===== config.mk =====
export PLATFORM = sky130hd
export DESIGN_NAME = digit_transition_renderer_core
export DESIGN_NICKNAME = d
export VERILOG_FILES = /design/src/dtr_pkg.sv /design/src/dtr_render.sv /design/src/digit_transition_renderer_core.sv
export SDC_FILE = /design/constraint.sdc
export NUM_CORES = 1
export LEC_CHECK = 0
export BUFFER_PORTS_ARGS = -buffer_cell sky130_fd_sc_hd__buf_2
export CORE_AREA = 2 2 167 210
export CTS_CLUSTER_SIZE = 28
export DETAILED_ROUTE_END_ITERATION = 8
export DIE_AREA = 0 0 169 212
export PLACE_DENSITY = 0.57
export SLEW_MARGIN = 30
export SYNTH_ARGS = -nofsm -noshare
export SYNTH_HDL_FRONTEND = slang
export SYNTH_SLANG_ARGS = --single-unit

===== constraint.sdc =====
create_clock -name clock -period 6 [get_ports clock]
set_input_delay 0.6 -clock clock [delete_from_list [all_inputs] [get_ports clock]]
set_output_delay 0.6 -clock clock [all_outputs]
set_load 0.01 [all_outputs]

===== src/dtr_pkg.sv =====
// ----------------------------------------------------------------------------
// dtr_pkg
// Shared types, codes, font and masks for the digit transition renderer.
// ----------------------------------------------------------------------------
package dtr_pkg;

   // Widths of the item fields
   localparam int FUNC_W  = 3;
   localparam int PANEL_W = 2;
   localparam int DIGIT_W = 4;
   localparam int FRAME_W = 4;
   localparam int ROW_W   = 8;
   localparam int ROWS    = 6;

   // Stream widths, rounded up to whole bytes
   localparam int REQ_TDATA_W = 16;
   localparam int RSP_TDATA_W = 56;

   localparam int PANEL_COUNT_DEFAULT = 4;

   // Transition kinds
   localparam logic [FUNC_W-1:0] FUNC_SCROLL  = 3'd0;
   localparam logic [FUNC_W-1:0] FUNC_EXPLODE = 3'd1;
   localparam logic [FUNC_W-1:0] FUNC_DECAY   = 3'd2;
   localparam logic [FUNC_W-1:0] FUNC_MELT    = 3'd3;
   localparam logic [FUNC_W-1:0] FUNC_WIPER   = 3'd4;
   localparam logic [FUNC_W-1:0] FUNC_BLEND   = 3'd5;

   // Explode sparks
   localparam logic [ROW_W-1:0] PIX_CENTER = 8'h10;
   localparam logic [ROW_W-1:0] PIX_PAIR   = 8'h28;
   localparam logic [ROW_W-1:0] PIX_WIDE   = 8'h44;
   localparam logic [ROW_W-1:0] PIX_ALL    = 8'h7C;

   typedef struct packed {
      logic [FUNC_W-1:0]  func;
      logic [PANEL_W-1:0] panel;
      logic [DIGIT_W-1:0] old_value;
      logic [DIGIT_W-1:0] new_value;
      logic [FRAME_W-1:0] frame_number;
   } req_item_type;

   typedef struct packed {
      logic [PANEL_W-1:0]          panel_out;
      logic [ROWS-1:0][ROW_W-1:0]  rows;      // rows[0] is display row 1
   } rsp_item_type;

   // 5x6 digit font, columns in bits 6 to 2
   localparam logic [ROW_W-1:0] GLYPHS [10][6] = '{
      '{8'h38, 8'h44, 8'h44, 8'h44, 8'h44, 8'h38},
      '{8'h10, 8'h30, 8'h10, 8'h10, 8'h10, 8'h38},
      '{8'h38, 8'h44, 8'h08, 8'h10, 8'h20, 8'h7C},
      '{8'h38, 8'h44, 8'h18, 8'h04, 8'h44, 8'h38},
      '{8'h08, 8'h18, 8'h28, 8'h7C, 8'h08, 8'h08},
      '{8'h7C, 8'h40, 8'h78, 8'h04, 8'h44, 8'h38},
      '{8'h38, 8'h40, 8'h78, 8'h44, 8'h44, 8'h38},
      '{8'h7C, 8'h04, 8'h08, 8'h10, 8'h10, 8'h10},
      '{8'h38, 8'h44, 8'h38, 8'h44, 8'h44, 8'h38},
      '{8'h38, 8'h44, 8'h44, 8'h3C, 8'h04, 8'h38}
   };

   // Font row of a digit; blank digits and rows off the glyph draw nothing
   function automatic logic [ROW_W-1:0] glyph_row(input logic [DIGIT_W-1:0] digit,
                                                  input logic [2:0] idx);
      logic [ROW_W-1:0] pix;
      pix = '0;
      if (digit <= 4'd9 && idx <= 3'd5) begin
         pix = GLYPHS[digit][idx];
      end
      return pix;
   endfunction

   // Decay mask for frames 1 to 4
   function automatic logic [ROW_W-1:0] decay_mask(input logic [1:0] step);
      logic [ROW_W-1:0] m;
      case (step)
         2'd0:    m = 8'h54;
         2'd1:    m = 8'h14;
         2'd2:    m = 8'h10;
         default: m = 8'h00;
      endcase
      return m;
   endfunction

   // Blend mask, densest first
   function automatic logic [ROW_W-1:0] fade_mask(input logic [1:0] step);
      logic [ROW_W-1:0] m;
      case (step)
         2'd0:    m = 8'h7C;
         2'd1:    m = 8'h54;
         2'd2:    m = 8'h10;
         default: m = 8'h00;
      endcase
      return m;
   endfunction

   // Pixel bit of font column 0 (left) to 4 (right)
   function automatic logic [ROW_W-1:0] column_bit(input logic [2:0] col);
      logic [ROW_W-1:0] b;
      case (col)
         3'd0:    b = 8'h40;
         3'd1:    b = 8'h20;
         3'd2:    b = 8'h10;
         3'd3:    b = 8'h08;
         3'd4:    b = 8'h04;
         default: b = 8'h00;
      endcase
      return b;
   endfunction

endpackage


===== src/dtr_render.sv =====
// ----------------------------------------------------------------------------
// dtr_render
// Frame logic: draws the six digit rows of one panel for one animation frame.
// ----------------------------------------------------------------------------
module dtr_render #(
   parameter int PANEL_COUNT = dtr_pkg::PANEL_COUNT_DEFAULT
) (
   input  dtr_pkg::req_item_type item,
   output dtr_pkg::rsp_item_type result
);

   logic [dtr_pkg::ROW_W-1:0]   go [dtr_pkg::ROWS];
   logic [dtr_pkg::ROW_W-1:0]   gn [dtr_pkg::ROWS];
   logic [dtr_pkg::ROWS-1:0][dtr_pkg::ROW_W-1:0] rows;
   logic [dtr_pkg::FRAME_W-1:0] frame;
   logic [dtr_pkg::FRAME_W-1:0] fe;
   logic [dtr_pkg::FRAME_W-1:0] fb;
   logic [dtr_pkg::FRAME_W-1:0] wpos;
   logic [dtr_pkg::ROW_W-1:0]   incoming_cols;
   logic [dtr_pkg::ROW_W-1:0]   outgoing_cols;
   logic [dtr_pkg::ROW_W-1:0]   bar_mask;
   logic [4:0]                  diff;
   logic [4:0]                  target;
   logic [2:0]                  melt_start;
   logic                        panel_ok;

   assign frame    = item.frame_number;
   assign panel_ok = (32'(item.panel) < PANEL_COUNT);

   // Fetch both digits' font rows
   always_comb begin
      for (int k = 0; k < dtr_pkg::ROWS; k++) begin
         go[k] = dtr_pkg::glyph_row(item.old_value, 3'(k));
         gn[k] = dtr_pkg::glyph_row(item.new_value, 3'(k));
      end
   end

   // Frame zero counts as frame one; blend saturates at seven
   assign fe = (frame == '0) ? 4'd1 : frame;
   assign fb = (fe > 4'd7) ? 4'd7 : fe;

   // Melt refill start row for frames past four
   always_comb begin
      case (fe)
         4'd5:    melt_start = 3'd5;
         4'd6:    melt_start = 3'd3;
         4'd7:    melt_start = 3'd1;
         default: melt_start = 3'd0;
      endcase
   end

   // Wiper masks: new digit left of the bar, old digit right of it
   assign wpos = fe - 4'd1;
   always_comb begin
      incoming_cols = '0;
      outgoing_cols = '0;
      bar_mask      = '0;
      if (fe <= 4'd5) begin
         for (int c = 0; c < 5; c++) begin
            if (4'(c) < wpos) begin
               incoming_cols = incoming_cols | dtr_pkg::column_bit(3'(c));
            end else if (4'(c) > wpos) begin
               outgoing_cols = outgoing_cols | dtr_pkg::column_bit(3'(c));
            end
         end
         bar_mask = dtr_pkg::column_bit(wpos[2:0]);
      end else begin
         incoming_cols = dtr_pkg::PIX_ALL;
      end
   end

   // Draw each display row
   always_comb begin
      rows   = '0;
      diff   = '0;
      target = '0;
      for (int j = 0; j < dtr_pkg::ROWS; j++) begin
         case (item.func)
            dtr_pkg::FUNC_SCROLL: begin
               if ({1'b0, frame} <= 5'(j)) begin
                  diff    = 5'(j) - {1'b0, frame};
                  rows[j] = go[diff[2:0]];
               end else if ({1'b0, frame} <= 5'(j + 6)) begin
                  diff    = 5'(j + 6) - {1'b0, frame};
                  rows[j] = gn[diff[2:0]];
               end
            end
            dtr_pkg::FUNC_EXPLODE: begin
               case (frame)
                  4'd1: if (j >= 1 && j <= 4) rows[j] = go[j];
                  4'd2: if (j == 2 || j == 3) rows[j] = go[j];
                  4'd3: if (j == 2 || j == 3) rows[j] = dtr_pkg::PIX_CENTER;
                  4'd4: begin
                     if (j == 1 || j == 4) rows[j] = dtr_pkg::PIX_CENTER;
                     if (j == 2 || j == 3) rows[j] = dtr_pkg::PIX_PAIR;
                  end
                  4'd5: begin
                     if (j == 0 || j == 5) rows[j] = dtr_pkg::PIX_CENTER;
                     if (j == 1 || j == 4) rows[j] = dtr_pkg::PIX_PAIR;
                     if (j == 2 || j == 3) rows[j] = dtr_pkg::PIX_WIDE;
                  end
                  4'd6: if (j == 0 || j == 5) rows[j] = dtr_pkg::PIX_WIDE;
                  default: rows[j] = '0;
               endcase
            end
            dtr_pkg::FUNC_DECAY: begin
               if (fe <= 4'd4) begin
                  rows[j] = go[j] & dtr_pkg::decay_mask(wpos[1:0]);
               end else begin
                  rows[j] = gn[j];
               end
            end
            dtr_pkg::FUNC_MELT: begin
               if (fe <= 4'd4) begin
                  // pile each old row down, collecting at the bottom row
                  for (int i = 0; i < dtr_pkg::ROWS; i++) begin
                     target = 5'(i) + {1'b0, wpos};
                     if (target > 5'd5) target = 5'd5;
                     if (target == 5'(j)) rows[j] = rows[j] | go[i];
                  end
               end else if (3'(j) >= melt_start) begin
                  rows[j] = gn[j];
               end
            end
            dtr_pkg::FUNC_WIPER: begin
               rows[j] = (go[j] & outgoing_cols) | (gn[j] & incoming_cols) | bar_mask;
            end
            dtr_pkg::FUNC_BLEND: begin
               if (fb <= 4'd3) begin
                  rows[j] = go[j] & dtr_pkg::fade_mask(2'(fb - 4'd1));
               end else if (fb >= 4'd5) begin
                  rows[j] = gn[j] & dtr_pkg::fade_mask(2'(4'd7 - fb));
               end
            end
            default: rows[j] = '0;
         endcase
      end
   end

   // Blank panels that are not fitted
   assign result.panel_out = item.panel;
   assign result.rows      = panel_ok ? rows : '0;

endmodule


===== src/digit_transition_renderer_core.sv =====
// ----------------------------------------------------------------------------
// digit_transition_renderer_core
// Renders one frame of a digit transition on an 8x8 LED panel.
// ----------------------------------------------------------------------------
// Usage:
//   req channel: one beat per frame request. req_tuser carries the transition
//   kind, req_tdata the panel, old digit, new digit and frame number.
//   rsp channel: one beat per request, in order, carrying the panel index and
//   the six pixel rows of that frame.
//   A request accepted at a clock edge lands in the input register and moves
//   on to the result register, which drives rsp_tvalid, once that register
//   is free or being drained.
//   Throughput: one beat per cycle while the receiver does not stall, set by
//   the single-pass row logic between the input register and the result register.
//   Reset clears both valid flags; no beat is held afterwards.
//   When the receiver stalls, the result register holds its beat and the
//   input register fills once more; req_tready then drops until rsp moves.
// ----------------------------------------------------------------------------
module digit_transition_renderer_core #(
   parameter int PANEL_COUNT = dtr_pkg::PANEL_COUNT_DEFAULT
) (
   input  logic                            clock,
   input  logic                            reset,
   input  logic                            req_tvalid,
   output logic                            req_tready,
   // [1:0] panel, [5:2] old_value, [9:6] new_value, [13:10] frame_number
   input  logic [dtr_pkg::REQ_TDATA_W-1:0] req_tdata,
   // [2:0] func
   input  logic [dtr_pkg::FUNC_W-1:0]      req_tuser,
   output logic                            rsp_tvalid,
   input  logic                            rsp_tready,
   // [1:0] panel_out, [9:2] row1, [17:10] row2, [25:18] row3,
   // [33:26] row4, [41:34] row5, [49:42] row6
   output logic [dtr_pkg::RSP_TDATA_W-1:0] rsp_tdata
);

   dtr_pkg::req_item_type req_item;
   dtr_pkg::req_item_type item_ff;
   dtr_pkg::rsp_item_type result;
   dtr_pkg::rsp_item_type result_ff;
   logic                  item_valid_ff;
   logic                  item_valid_in;
   logic                  rsp_valid_ff;
   logic                  rsp_valid_in;
   logic                  advance;
   logic                  req_take;

   // Unpack the request beat
   assign req_item.func         = req_tuser;
   assign req_item.panel        = req_tdata[1:0];
   assign req_item.old_value    = req_tdata[5:2];
   assign req_item.new_value    = req_tdata[9:6];
   assign req_item.frame_number = req_tdata[13:10];

   // Move the pipe when the result register is free or being drained
   assign advance    = !rsp_valid_ff || rsp_tready;
   assign req_tready = advance || !item_valid_ff;
   assign req_take   = req_tvalid && req_tready;

   assign item_valid_in = req_take ? 1'b1 : (advance ? 1'b0 : item_valid_ff);
   assign rsp_valid_in  = advance ? item_valid_ff : rsp_valid_ff;

   // Input register
   always_ff @(posedge clock) begin
      if (reset) begin
         item_valid_ff <= 1'b0;
      end else begin
         item_valid_ff <= item_valid_in;
      end
      if (req_take) begin
         item_ff <= req_item;
      end
   end

   dtr_render #(
      .PANEL_COUNT (PANEL_COUNT)
   ) u_render (
      .item   (item_ff),
      .result (result)
   );

   // Result register
   always_ff @(posedge clock) begin
      if (reset) begin
         rsp_valid_ff <= 1'b0;
      end else begin
         rsp_valid_ff <= rsp_valid_in;
      end
      if (advance && item_valid_ff) begin
         result_ff <= result;
      end
   end

   // Pack the result beat
   assign rsp_tvalid = rsp_valid_ff;
   assign rsp_tdata  = {6'd0, result_ff.rows[5], result_ff.rows[4], result_ff.rows[3],
                        result_ff.rows[2], result_ff.rows[1], result_ff.rows[0],
                        result_ff.panel_out};

endmodule


After elaboration in Yosys (flattened, before gate mapping)
Memories as Yosys holds them, arrays and structs flattened.
Index checks and enable logic that the tools add are counted.

word-level totals
  bits in registers = 69
  memory bits (read-only) = 1536
  bits of input ports = 23
  output and inout port bits = 58
  logic and storage cells = 540
  memories kept = 2

operators by class
  $add $sub $neg = 20
  order comparisons = 55
  equality and inequality tests = 54
  multiplexer cells = 281
  bitwise gates (word level) = 94
  reduce and logical (&&, ||, !) cells = 20

memories
  memory            depth  width  rd ports  clocked after memory_dff  wr ports  line           RTL
  (name not given)  16     48     1         0                         0         dtr_pkg.sv:68  pix = GLYPHS[digit][idx];
  (name not given)  16     48     1         0                         0         dtr_pkg.sv:68

operator list
  cell                                                                    number
  8-bit 2-to-1 mux                                                        224
  8-bit OR                                                                47
  8-bit binary-select mux with 3-bit select                               12
  8-bit one-hot mux with 6 select lines                                   6
  8-bit bitwise AND                                                       30
  48-bit 2-to-1 mux                                                       4
  5-bit 2-to-1 mux                                                        17
  8-bit one-hot mux with 4 select lines                                   2
  7-bit one-hot mux with 3 select lines                                   3
  5-bit by 2-bit equality test with 1-bit output (second input constant)  12
  5-bit by 3-bit equality test with 1-bit output (second input constant)  12
  4-bit greater-or-equal comparator (second input constant)               12
  3-bit NOT with 4-bit output                                             12
  8-bit one-hot mux with 3 select lines                                   2
  7-bit one-hot mux with 5 select lines                                   1
  5-bit by 1-bit equality test with 1-bit output (second input constant)  6
  5-bit zero test                                                         6
  5-bit by 3-bit > comparator with 1-bit output (second input constant)   5
  4-bit by 3-bit equality test with 1-bit output (second input constant)  6
  4-bit by 3-bit <= comparator with 1-bit output (second input constant)  6
  4-bit <= comparator (second input constant)                             6
  8-bit by 7-bit OR with 8-bit output                                     3
  7-bit 2-to-1 mux                                                        3
  7-bit one-hot mux with 2 select lines                                   1
  42 further kinds                                                        86

Longest topological paths before layout
  depth in word-level cells = 31
  mapped depth = 22

Modules after synthesis
A second synthesis with hierarchy kept.

unflattened totals
  cells, all modules = 1353
  area total of the unflattened synthesis = 10169.8 um^2

by module, submodules not included
  module                          instances  cells each  area each (um^2)
  dtr_render                      1          1269        8005.2
  digit_transition_renderer_core  1          84          2164.6

Worst setup path before layout
No wires, ideal clock.

  path type = register to register
  start point = register item_ff[0] in the netlist's numbering
  end point = register result_ff, in the netlist rsp_tdata[47], data pin
  library setup time = 272 ps
  data arrival time = 5552 ps
  required time = 5728 ps
  setup slack = 176 ps
  stages on the path, launching flop included = 23
  path buffers = 8
  period minus slack after synthesis = 5824 ps
  path through = edfxtp_1 -> buf_2 -> buf_2 -> inv_1 -> clkbuf_1 -> buf_1 -> clkbuf_1 -> ha_1 -> clkbuf_1 -> a211o_1 -> clkbuf_1 -> clkinv_1 -> ha_1 -> inv_1 -> ha_1 -> a21boi_0 -> a21o_1 -> clkbuf_1 -> nand2_1 -> a22oi_1 -> a21oi_1 -> a221o_1 -> or4_1

RTL lines
  what                    line                                  RTL
  from (decl)             digit_transition_renderer_core.sv:38  dtr_pkg::req_item_type item_ff;
  from (signal assigned)  digit_transition_renderer_core.sv:71  item_ff <= req_item;
  to (signal assigned)    digit_transition_renderer_core.sv:90  result_ff <= result;
  to (decl)               digit_transition_renderer_core.sv:40  dtr_pkg::rsp_item_type result_ff;

==> results by group <==
Job
  • Max Cap Viol: 0

Cells and area
  • Leading cell type in the layout, fill and taps excluded: nand2_1
  • Commonest non-fill, non-tap cells in the layout: 136 x nand2_1, 121 x a21oi_1, 118 x nor2_1, 101 x o21ai_0, 77 x buf_4
  • Fraction of layout cells with a size suffix above 1: 12.35%
  • Final Cell Area: 11150 um2
  • Layout Area Growth over Synthesis: 10.75%
  • NumNets Final: 1530

Clock network
  • H-tree levels: 2
  • Cts repair resizes: 0
  • Reg clk slew, reported paths: 70 ps
  • Bufs on Longest Clock Path: 2
  • CTS Hold Bufs: 0
  • Setup bufs post-CTS: 0
  • TritonCTS Buffers: 5
  • Clock Latency Late Sink: 340 ps
  • CTS tree: yes
  • Clock sink count: 51
  • Clock Tree Root: clkbuf_16

Power and ir drop
  • Worst VDD drop: 110.3 uV
  • Post-layout power: 1.852 mW
  • Pleak: 3.965 nW
  • Pwr dens: 166.2 nW/um2

Hold path
  • Min-delay worst type: register to register

Worst setup path
  • Crit. End Element: register
  • CP Data Arrival Time: 4960 ps
  • CP Max Fanout: 11
  • Required time worst endpoint: 5970 ps
  • Crit path kind: register to register
  • Nature of the critical path startpoint: register

Synthesis
  • Synth Instances: 1449
  • Mapped Area: 10060 um2
  • Post-synthesis sequential area ratio: 15.02%
  • Post-synth EDFFs: 49
  • Syn avg cell area: 6.945 um2
  • Synthesized flop and latch total: 51
  • Ys flop type: edfxtp_1
  • Synth unique cells: 90
  • Ys async rst share: 0%
  • Ys Warns: 0

Floorplan
  • Core area: 34040 um2
  • Row cnt: 76
  • Die Height: 212 um
  • Num ports: 81
  • Die area: 35830 um2
  • Die Wd: 169 um
  • Initial core utilization: 29.56%

GRT
  • First-pass GRT wire length: 94070 um
  • Vias in the first global route: 12280
  • GRT Residual Overflow: 0
  • All-layer global routing usage: 37.13%
  • Initial antenna violation count: 0
  • Largest net degree at the start of global routing: 116

Detailed routing
  • DRC violations left: 0
  • 1st-iter DRT viols: 2034
  • Post-route ant nets: 0
  • Routed wire length: 68220 um
  • Wire length per cell: 35.94 um
  • Vias/cell: 7.047
  • Drt pass-1 iters: 6
  • Via Count: 13380

STA
  • RSZ-0062 raised after global routing: no
  • Max-slew violation count: 0
  • Tmin final: 4983 ps
  • Slew headroom: 24.59%
  • Clock skew: 27.84 ps
  • Worst Tran Pin Value: 1117 ps
  • Fin crit share: 83.06%
  • FMAX: 200.7 MHz
  • Setup violators final: 0
  • Final Hold Viols: 0
  • Setup TNS: 0 ps

Place
  • I/O Buffers: 54
  • Cell Area, Placed: 10950 um2
  • Routability cong.: 1.096
  • Dpl hpwl: 50850 um

Status
  • Status: complete, no violations
area by class of cell:
class,count,area [um2]
diodes,3,7.507
repair buffers,134,910.9
well taps,429,536.8
fillers,3710,22900
multi-input cells,1240,7888
clock inverters,3,42.54
clock buffers,5,125.1
flip-flops and latches,51,1511
inverters,33,123.9
worst max-delay path, cell delays in order, from the launching register on:
cell and delay, ps:
edfxtp_1 370, buf_4 190, inv_1 80, ha_1 300
and2_1 190, buf_4 190, a21o_1 350, inv_1 120
ha_1 210, buf_4 170, a211oi_1 390, nand2_1 120
nor4_1 660, a22oi_1 150, nand3_1 180, nor3_1 80
o311ai_0 890
power breakdown:
part           switching (mW)  internal, mW  leakage (nW)
registers              0.0204         0.418         0.482
logic                   0.756         0.290          3.40
clock network           0.170         0.198        0.0819
total                   0.945         0.907          3.96
cells in the mapped netlist (all sizes together), types with 8 or more instances:
library cell,number,area [um2]
nand2,136,510.5
a21oi,121,605.6
nor2,120,450.4
o21ai,105,529.3
clkbuf,92,345.3
nand3,58,290.3
buf,56,334.1
nor3,51,255.2
edfxtp,49,1471
ha,42,525.5
a22oi,36,270.3
nor2b,32,200.2
o22ai,32,200.2
inv,30,112.6
a211oi,29,217.7
nand2b,26,162.7
o211ai,25,187.7
nand4,22,137.6
o221ai,22,192.7
a31oi,20,125.1
mux2i,20,200.2
o31ai,19,142.6
or3,16,100.1
and2,15,93.84
o21a,14,105.1
a21o,13,97.59
a221oi,13,113.9
o311ai,13,113.9
nor4,12,75.07
o32ai,12,105.1
a2111oi,11,96.34
a211o,11,96.34
o2111ai,10,105.1
a311oi,8,70.07
nand3b,8,60.06
or2,8,50.05
metal layers:
layer  vias to the layer above  global-route usage (%)  routed length [um]
met3                       294                   7.595                7212
met5                         -                       0                   0
li1                       5648                       -                   -
met2                      1084                   57.19               29480
met1                      6350                   45.30               25300
met4                         0                   28.79                6231
cell families (layout without fill, tap and decap cells):
| kind of cell | Yosys count | in the layout | synth area share, % |
|---|---|---|---|
| and+or+nand+nor | 548 | 548 | 27.37 |
| other | 1 | 27 | 0.03726 |
| DFF | 51 | 51 | 15.02 |
| buffers and inverters | 181 | 175 | 7.982 |
| AOI/OAI and AO/OA | 593 | 593 | 40.77 |
| adders and majority gates | 42 | 42 | 5.222 |
| xor gates and xnor gates | 10 | 10 | 1.057 |
| muxes | 23 | 23 | 2.549 |
path summary, 6_finish.rpt:
check	start	endpoint	slack, ps	cells after the start
worst max-delay path	item_ff[2]	rsp_tdata[39]	1020	16
worst min-delay path	item_ff[13]	rsp_tdata[1]	430	0
worst max register to register	item_ff[2]	rsp_tdata[39]	1020	16
worst min register to register	item_ff[13]	rsp_tdata[1]	430	0
metrics by stage:
| stage | utilization, % | cells | setup WS (ps) | hold WS [ps] |
|---|---|---|---|---|
| 2_1_floorplan | - | 1472 | 176.3 | 400.3 |
| 3_3_place_gp | 32.05 | 1885 | 1239 | 402.2 |
| 3_5_place_dp | 32.16 | 1886 | 1184 | 416.9 |
| 4_1_cts | 32.65 | 1894 | 1162 | 422.5 |
| 5_1_grt | 32.72 | 1895 | 873.8 | 427.0 |
| 6_report | 32.74 | 1898 | 1017 | 428.1 |
sequential cells by signal (all words and copies together), names as in the netlist:
name           cells
rsp_tdata         32
item_ff           17
item_valid_ff      1
rsp_tvalid         1
No activity file was read; power rests on OpenSTA's default activity.
